$ cat src/rtl/dfph_pkg.sv
// ----------------------------------------------------------------------------
// dfph_pkg: shared constants, types and functions
// Sizes of the label dividers, port widths and the global link rule of the
// dragonfly path hop counter.
// ----------------------------------------------------------------------------
package dfph_pkg;

    localparam int LABEL_BITS = 20;

    // Restoring division, a few quotient bits per pipeline stage.
    localparam int DIV_BPS    = 4;
    localparam int DIV_STAGES = (LABEL_BITS + DIV_BPS - 1) / DIV_BPS;
    localparam int DIVW       = DIV_STAGES * DIV_BPS;

    localparam int HOP_STAGES = 3;
    localparam int PIPE_DEPTH = 2 * DIV_STAGES + HOP_STAGES;

    // Width for comparing a group number with a link range (router*H+H+1).
    localparam int PRODW = 11;
    localparam int CW    = ((LABEL_BITS > PRODW + 1) ? LABEL_BITS : PRODW + 1) + 1;

    localparam int IN_W  = ((3 * LABEL_BITS + 7) / 8) * 8;
    localparam int OUT_W = 24;

    localparam logic [1:0] CFG_TPR = 2'd0;
    localparam logic [1:0] CFG_RPG = 2'd1;
    localparam logic [1:0] CFG_GPR = 2'd2;

    typedef struct packed {
        logic [4:0]  dest_router;
        logic [13:0] dest_group;
        logic [1:0]  valiant_local_hops;
        logic [1:0]  min_local_hops;
    } t_result;

    // Router with link product prod = a*H reaches the group other. The flag up
    // is set when other lies above the router's own group.
    function automatic logic has_link(input logic [PRODW-1:0] prod, input logic up,
                                      input logic [4:0] h,
                                      input logic [LABEL_BITS-1:0] other);
        logic [CW-1:0] lo;
        logic [CW-1:0] hi;
        logic [CW-1:0] oth;
        lo  = CW'(prod) + CW'(up);
        hi  = lo + CW'(h);
        oth = CW'(other);
        return (oth >= lo) && (oth < hi);
    endfunction

endpackage

$ cat src/rtl/dfph_div.sv
// ----------------------------------------------------------------------------
// dfph_div: pipelined restoring divider
// Divides a label-wide value by a 6-bit divisor, four quotient bits per stage.
// The user must hold the divisor steady while work is in flight (unchecked).
// ----------------------------------------------------------------------------
module dfph_div (
    input  logic                  i_clk,
    input  logic                  i_en,
    input  logic [dfph_pkg::DIVW-1:0] i_dividend,
    input  logic [5:0]            i_divisor,
    output logic [dfph_pkg::DIVW-1:0] o_quotient,
    output logic [5:0]            o_remainder
);
    import dfph_pkg::*;

    // Dividend bits leave at the top while quotient bits enter at the bottom.
    logic [DIVW-1:0] r_work [DIV_STAGES];
    logic [5:0]      r_rem  [DIV_STAGES];

    for (genvar s = 0; s < DIV_STAGES; s++) begin : g_stage
        logic [DIVW-1:0] w_in;
        logic [5:0]      rm_in;
        logic [DIVW-1:0] n_work;
        logic [5:0]      n_rem;

        if (s == 0) begin : g_first
            assign w_in  = i_dividend;
            assign rm_in = '0;
        end else begin : g_next
            assign w_in  = r_work[s-1];
            assign rm_in = r_rem[s-1];
        end

        always_comb begin
            logic [6:0] v_trial;
            n_work = w_in;
            n_rem  = rm_in;
            for (int j = 0; j < DIV_BPS; j++) begin
                v_trial = {n_rem, n_work[DIVW-1]};
                if (v_trial >= {1'b0, i_divisor}) begin
                    n_rem  = 6'(v_trial - {1'b0, i_divisor});
                    n_work = {n_work[DIVW-2:0], 1'b1};
                end else begin
                    n_rem  = v_trial[5:0];
                    n_work = {n_work[DIVW-2:0], 1'b0};
                end
            end
        end

        always_ff @(posedge i_clk) begin
            if (i_en) begin
                r_work[s] <= n_work;
                r_rem[s]  <= n_rem;
            end
        end
    end

    assign o_quotient  = r_work[DIV_STAGES-1];
    assign o_remainder = r_rem[DIV_STAGES-1];

endmodule

$ cat src/rtl/dfph_hops.sv
// ----------------------------------------------------------------------------
// dfph_hops: local hop counter
// Three stages: group compares and link products, link range checks, and the
// hop sums for the minimal and the Valiant path.
// ----------------------------------------------------------------------------
module dfph_hops (
    input  logic                  i_clk,
    input  logic                  i_en,
    input  logic [4:0]            i_h,
    input  logic [dfph_pkg::LABEL_BITS-1:0] i_sg,
    input  logic [dfph_pkg::LABEL_BITS-1:0] i_vg,
    input  logic [dfph_pkg::LABEL_BITS-1:0] i_dg,
    input  logic [5:0]            i_sa,
    input  logic [5:0]            i_va,
    input  logic [5:0]            i_da,
    output dfph_pkg::t_result     o_result
);
    import dfph_pkg::*;

    // Stage 1
    logic [LABEL_BITS-1:0] r1_sg, r1_vg, r1_dg;
    logic [PRODW-1:0]      r1_psa, r1_pva, r1_pda;
    logic                  r1_eq_sd, r1_eq_sv, r1_eq_vd;
    logic                  r1_gt_sd, r1_gt_sv, r1_gt_vd;
    logic                  r1_ne_sd, r1_ne_sv, r1_ne_vd;
    logic [5:0]            r1_da;

    // Stage 2
    logic                  r2_eq_sd, r2_eq_sv, r2_eq_vd;
    logic                  r2_ne_sd, r2_ne_sv, r2_ne_vd;
    logic                  r2_l_sd, r2_l_ds, r2_l_sv, r2_l_vd, r2_l_dv;
    logic [LABEL_BITS-1:0] r2_dg;
    logic [5:0]            r2_da;

    logic [1:0] n_min;
    logic [1:0] n_leg1;
    logic [1:0] n_leg2;
    t_result    r_res;

    always_ff @(posedge i_clk) begin
        if (i_en) begin
            r1_sg    <= i_sg;
            r1_vg    <= i_vg;
            r1_dg    <= i_dg;
            r1_psa   <= PRODW'(PRODW'(i_sa) * PRODW'(i_h));
            r1_pva   <= PRODW'(PRODW'(i_va) * PRODW'(i_h));
            r1_pda   <= PRODW'(PRODW'(i_da) * PRODW'(i_h));
            r1_eq_sd <= (i_sg == i_dg);
            r1_eq_sv <= (i_sg == i_vg);
            r1_eq_vd <= (i_vg == i_dg);
            r1_gt_sd <= (i_sg > i_dg);
            r1_gt_sv <= (i_sg > i_vg);
            r1_gt_vd <= (i_vg > i_dg);
            r1_ne_sd <= (i_sa != i_da);
            r1_ne_sv <= (i_sa != i_va);
            r1_ne_vd <= (i_va != i_da);
            r1_da    <= i_da;
        end
    end

    // The far end of a leg looks back at the near group, so its up flag is
    // the near end's greater-than flag.
    always_ff @(posedge i_clk) begin
        if (i_en) begin
            r2_eq_sd <= r1_eq_sd;
            r2_eq_sv <= r1_eq_sv;
            r2_eq_vd <= r1_eq_vd;
            r2_ne_sd <= r1_ne_sd;
            r2_ne_sv <= r1_ne_sv;
            r2_ne_vd <= r1_ne_vd;
            r2_l_sd  <= has_link(r1_psa, !r1_gt_sd, i_h, r1_dg);
            r2_l_ds  <= has_link(r1_pda, r1_gt_sd, i_h, r1_sg);
            r2_l_sv  <= has_link(r1_psa, !r1_gt_sv, i_h, r1_vg);
            r2_l_vd  <= has_link(r1_pva, !r1_gt_vd, i_h, r1_dg);
            r2_l_dv  <= has_link(r1_pda, r1_gt_vd, i_h, r1_vg);
            r2_dg    <= r1_dg;
            r2_da    <= r1_da;
        end
    end

    always_comb begin
        n_min  = r2_eq_sd ? {1'b0, r2_ne_sd}
                          : 2'({1'b0, !r2_l_sd} + {1'b0, !r2_l_ds});
        n_leg1 = r2_eq_sv ? {1'b0, r2_ne_sv} : {1'b0, !r2_l_sv};
        n_leg2 = r2_eq_vd ? {1'b0, r2_ne_vd}
                          : 2'({1'b0, !r2_l_vd} + {1'b0, !r2_l_dv});
    end

    always_ff @(posedge i_clk) begin
        if (i_en) begin
            r_res.min_local_hops     <= n_min;
            r_res.valiant_local_hops <= 2'(n_leg1 + n_leg2);
            r_res.dest_group         <= 14'(r2_dg);
            r_res.dest_router        <= 5'(r2_da);
        end
    end

    assign o_result = r_res;

endmodule

$ cat src/rtl/dragonfly_path_hop_count.sv
// ----------------------------------------------------------------------------
// dragonfly_path_hop_count: minimal and Valiant local hop counts
// Each request passes two chained 5-stage label dividers and the 3-stage
// hop counter. Throughput: one request per cycle unless the 2-entry output
// buffer is full; it keeps input open while one result waits. Reset restores
// the sizes 4, 8 and 4 and empties all.
// ----------------------------------------------------------------------------
module dragonfly_path_hop_count (
    input  logic                  i_clk,
    input  logic                  i_rst_n,
    // Configuration write channel.
    input  logic                  i_cfg_valid,
    output logic                  o_cfg_ready,
    input  logic [1:0]            i_cfg_addr,
    input  logic [5:0]            i_cfg_data,
    input  logic                  i_s_axis_tvalid,
    output logic                  o_s_axis_tready,
    // tdata: source_label, valiant_label, dest_label (20 bits each), zero pad.
    input  logic [dfph_pkg::IN_W-1:0] i_s_axis_tdata,
    output logic                  o_m_axis_tvalid,
    input  logic                  i_m_axis_tready,
    // tdata: min_local_hops[1:0], valiant_local_hops[3:2], dest_group[17:4],
    // dest_router[22:18], zero pad.
    output logic [dfph_pkg::OUT_W-1:0] o_m_axis_tdata
);
    import dfph_pkg::*;

    logic [5:0] r_tpr, r_rpg;
    logic [4:0] r_gpr;
    logic [5:0] w_p, w_a;

    logic [PIPE_DEPTH-1:0] r_vld;
    logic                  w_en, w_push, w_pop;

    t_result    r_buf [2];
    logic       r_wp, r_rp;
    logic [1:0] r_cnt;

    logic [DIVW-1:0] w_q1 [3];
    logic [5:0]      w_r1 [3];
    logic [DIVW-1:0] w_q2 [3];
    logic [5:0]      w_r2 [3];
    t_result         w_res;

    assign o_cfg_ready = 1'b1;

    always_ff @(posedge i_clk) begin
        if (!i_rst_n) begin
            r_tpr <= 6'd4;
            r_rpg <= 6'd8;
            r_gpr <= 5'd4;
        end else if (i_cfg_valid) begin
            case (i_cfg_addr)
                CFG_TPR: r_tpr <= i_cfg_data;
                CFG_RPG: r_rpg <= i_cfg_data;
                CFG_GPR: r_gpr <= i_cfg_data[4:0];
                default: ;
            endcase
        end
    end

    // A P or A size of zero behaves as one.
    assign w_p = (r_tpr == '0) ? 6'd1 : r_tpr;
    assign w_a = (r_rpg == '0) ? 6'd1 : r_rpg;

    // The whole pipeline moves unless the output buffer is full.
    assign w_en            = (r_cnt != 2'd2);
    assign o_s_axis_tready = w_en;
    assign w_push          = w_en && r_vld[PIPE_DEPTH-1];
    assign w_pop           = o_m_axis_tvalid && i_m_axis_tready;

    always_ff @(posedge i_clk) begin
        if (!i_rst_n) begin
            r_vld <= '0;
        end else if (w_en) begin
            r_vld <= {r_vld[PIPE_DEPTH-2:0], i_s_axis_tvalid};
        end
    end

    // Group = (label / P) / A and router = (label / P) % A.
    for (genvar k = 0; k < 3; k++) begin : g_label
        dfph_div u_div_p (
            .i_clk       (i_clk),
            .i_en        (w_en),
            .i_dividend  (DIVW'(i_s_axis_tdata[k*LABEL_BITS +: LABEL_BITS])),
            .i_divisor   (w_p),
            .o_quotient  (w_q1[k]),
            .o_remainder (w_r1[k])
        );
        dfph_div u_div_a (
            .i_clk       (i_clk),
            .i_en        (w_en),
            .i_dividend  (w_q1[k]),
            .i_divisor   (w_a),
            .o_quotient  (w_q2[k]),
            .o_remainder (w_r2[k])
        );
    end

    dfph_hops u_hops (
        .i_clk    (i_clk),
        .i_en     (w_en),
        .i_h      (r_gpr),
        .i_sg     (LABEL_BITS'(w_q2[0])),
        .i_vg     (LABEL_BITS'(w_q2[1])),
        .i_dg     (LABEL_BITS'(w_q2[2])),
        .i_sa     (w_r2[0]),
        .i_va     (w_r2[1]),
        .i_da     (w_r2[2]),
        .o_result (w_res)
    );

    always_ff @(posedge i_clk) begin
        if (w_push) begin
            r_buf[r_wp] <= w_res;
        end
    end

    always_ff @(posedge i_clk) begin
        if (!i_rst_n) begin
            r_wp  <= 1'b0;
            r_rp  <= 1'b0;
            r_cnt <= '0;
        end else begin
            if (w_push) begin
                r_wp <= !r_wp;
            end
            if (w_pop) begin
                r_rp <= !r_rp;
            end
            r_cnt <= 2'(r_cnt + {1'b0, w_push} - {1'b0, w_pop});
        end
    end

    assign o_m_axis_tvalid = (r_cnt != '0);
    assign o_m_axis_tdata  = OUT_W'(r_buf[r_rp]);

`ifndef NO_ASSERTIONS
    a_cnt_range: assert property (@(posedge i_clk) disable iff (!i_rst_n)
        r_cnt != 2'd3)
        else $error("output buffer count out of range");

    a_push_only: assert property (@(posedge i_clk) disable iff (!i_rst_n)
        (w_push && !w_pop) |=> r_cnt == 2'($past(r_cnt) + 2'd1))
        else $error("result lost on entry to the output buffer");

    a_pop_only: assert property (@(posedge i_clk) disable iff (!i_rst_n)
        (w_pop && !w_push) |=> r_cnt == 2'($past(r_cnt) - 2'd1))
        else $error("result repeated by the output buffer");

    a_min_hops: assert property (@(posedge i_clk) disable iff (!i_rst_n)
        o_m_axis_tvalid |-> o_m_axis_tdata[1:0] != 2'd3)
        else $error("minimal path hop count above two");
`endif

endmodule
$ cat config.mk
export PLATFORM = sky130hd
export DESIGN_NAME = dragonfly_path_hop_count
export DESIGN_NICKNAME = d
export VERILOG_FILES = /design/src/rtl/dfph_pkg.sv /design/src/rtl/dfph_div.sv /design/src/rtl/dfph_hops.sv /design/src/rtl/dragonfly_path_hop_count.sv
export SDC_FILE = /design/constraint.sdc
export NUM_CORES = 2
export LEC_CHECK = 0
export ABC_AREA = 1
export BUFFER_PORTS_ARGS = -buffer_cell sky130_fd_sc_hd__buf_2
export CAP_MARGIN = 20
export CORE_MARGIN = 2
export CORE_UTILIZATION = 40
export CTS_CLUSTER_DIAMETER = 30
export DETAILED_ROUTE_END_ITERATION = 16
export SLEW_MARGIN = 30
export SYNTH_ARGS = -nofsm -noshare
export SYNTH_HDL_FRONTEND = slang
export SYNTH_HIERARCHICAL = 1
export SYNTH_SLANG_ARGS = --single-unit
export TNS_END_PERCENT = 100
$ cat constraint.sdc
create_clock -name i_clk -period 11.6 [get_ports i_clk]
set_input_delay 0.58 -clock i_clk [delete_from_list [all_inputs] [get_ports i_clk]]
set_output_delay 0.58 -clock i_clk [all_outputs]
set_load 0.1 [all_outputs]
==> results.json <==
{
  "slew_headroom": 0.417,
  "grt_pass1_wl_um": 305000,
  "clock_skew_ps": 35.7,
  "grt_overflow": 0,
  "fin_nets": 10729,
  "ios": 104,
  "slew_violations": 0,
  "ctsHtreeMaxLevel": 4,
  "critPathMostFrequentCell": "nand2_1",
  "maxCapViolations": 0,
  "arrival_ps": 8700,
  "avgSynthCellArea_sq_um": 8.78,
  "dp_hpwl_um": 135000,
  "post-route-min-period_ps": 8010,
  "crit_cells": 38,
  "finalWorstSetupSlack_ps": 3590,
  "clock_path_buffers": 3,
  "critPathKind": "reg2reg",
  "netlist_area_sq_um": 80300,
  "fill_cells": 18775,
  "grt_pass1_vias": 61070,
  "hp-class": "in2reg",
  "cts_made_buffers": 234,
  "ant_nets": 0,
  "portBuffers": 97,
  "syn_to_final_growth_pct": 16.1,
  "dieArea_sq_um": 204000,
  "final_cell_mix": "2380 x nand2_1, 1351 x inv_1, 976 x ha_1",
  "via_count": 61940,
  "track_usage": 0.180,
  "wl_per_cell_um": 14.8,
  "routed_wl_um": 184000,
  "insertion_delay_ps": 840,
  "clkSinkCount": 1003,
  "drc": 0,
  "core_sq_um": 200000,
  "crit_fanout": 23,
  "tightest_slew_ps": 874,
  "cts_tree": "built",
  "cts-root-buf": "clkbuf_16",
  "hold_depth": 3,
  "reg2reg_depth": 38,
  "setup_tns_ps": 0,
  "critPathLaunchType": "flop",
  "slowest_delay_ps": 660,
  "fp.dieW_um": 452,
  "grt_max_degree": 155,
  "crit_buf_inv": 7,
  "start_util": 0.402,
  "slowest_stage": "dfxtp_4",
  "setup_viol": 0,
  "cp-end-kind": "flop",
  "hold_violations": 0,
  "outcome": "finished clean",
  "rrSetupSlack_ps": 3590,
  "layout-drive-gt1-share": 0.107,
  "gp_congestion": 0.889,
  "max_freq_mhz": 125,
  "required_ps": 12290,
  "antenna_found_initial": 11,
  "syn_inst": 9143,
  "first_pass_iters": 6,
  "final_common_cell": "nand2_1",
  "pre_cts_ws_ps": 3600,
  "rsz0062_at_grt": "false",
  "rows": 164,
  "clk_pin_slew_ps": 50,
  "post_cts_buffers": 0,
  "first_iter_violations": 3914,
  "yosysWarnings": 6,
  "timing.final.crit_share": 0.691,
  "via_per_inst": 5.00,
  "critPathTopFamily": "compound AO/OA/AOI/OAI gates",
  "die_h_um": 452
}
what timing repair did:
| item | CTS | global route |
|---|---|---|
| resized for setup | 0 | 0 |
| endpoints found under the hold margin | 61 | 0 |
| hold buffers | 56 | 0 |
registers in the layout, indices dropped and copies added (netlist names), 2 cells and up, named ones only:
register / flops
u_hops/r1_pda: 11
r_rpg: 6
u_hops/r1_da: 5
r_gpr: 5
g_label.u_div_p/r_work: 300
u_hops/r1_vg: 20
g_label.u_div_p/r_rem: 72
u_hops/r1_psa: 11
u_hops/r1_pva: 11
r_buf: 46
r_cnt: 2
g_label.u_div_a/r_rem: 90
u_hops/r1_dg: 20
g_label.u_div_a/r_work: 300
u_hops/r2_da: 5
r_tpr: 6
r_vld: 13
u_hops/r2_dg: 14
u_hops/r1_sg: 20
u_hops/o_result: 23
stage by stage:
step / std cells / hold WS [ps] / utilization / instance area (sq um)
6_report: 12400 / 81.7 / 0.467 / 93200
5_1_grt: 12399 / 52.8 / 0.467 / 93200
4_1_cts: 12394 / 11.6 / 0.467 / 93200
3_5_place_dp: 11888 / 405 / 0.422 / 84300
3_3_place_gp: 11888 / 401 / 0.422 / 84300
2_1_floorplan: 9147 / 400 / - / 80300
worst register-to-register path, delay by kind of cell, from the launching register on:
family                   cells  cell delay [ps]
AO/OA/AOI/OAI               10             2400
buffers and inverters        7             1700
AND/OR/NAND/NOR             17             1720
adder cells (fa/ha/maj)      4             1360
flip-flops                   1              660
per-layer routing:
layer | global-route usage | share of wire
met5 | 0 | 0.00011
met4 | 0.0593 | 0.026
met1 | 0.238 | 0.47
met2 | 0.302 | 0.47
met3 | 0.0262 | 0.038
area by class of cell:
cell class / count / area [sq um] / share of cell area
clock inverters: 193 / 2300 / 0.0247
multi-input cells: 6703 / 45000 / 0.483
flip-flops and latches: 1003 / 29800 / 0.319
diodes: 6 / 15.0 / 0.000161
inverters: 1372 / 5160 / 0.0553
well taps: 2656 / 3320 / 0.0357
repair buffers: 210 / 1550 / 0.0167
clock buffers: 257 / 6050 / 0.0649
final timing paths:
path	startpoint	endpoint
max	r_tpr[1]	g_label[2].u_div_p/r_rem[0][7]
min	i_cfg_addr[0]	r_rpg[3]
max reg2reg	r_tpr[1]	g_label[2].u_div_p/r_rem[0][7]
min reg2reg	g_label[0].u_div_p/r_work[0][21]	g_label[0].u_div_p/r_work[0][45]
Power is left out: the tool's default activity adds up to more than one toggle a clock period on the data nets, which glitch-free logic cannot reach.
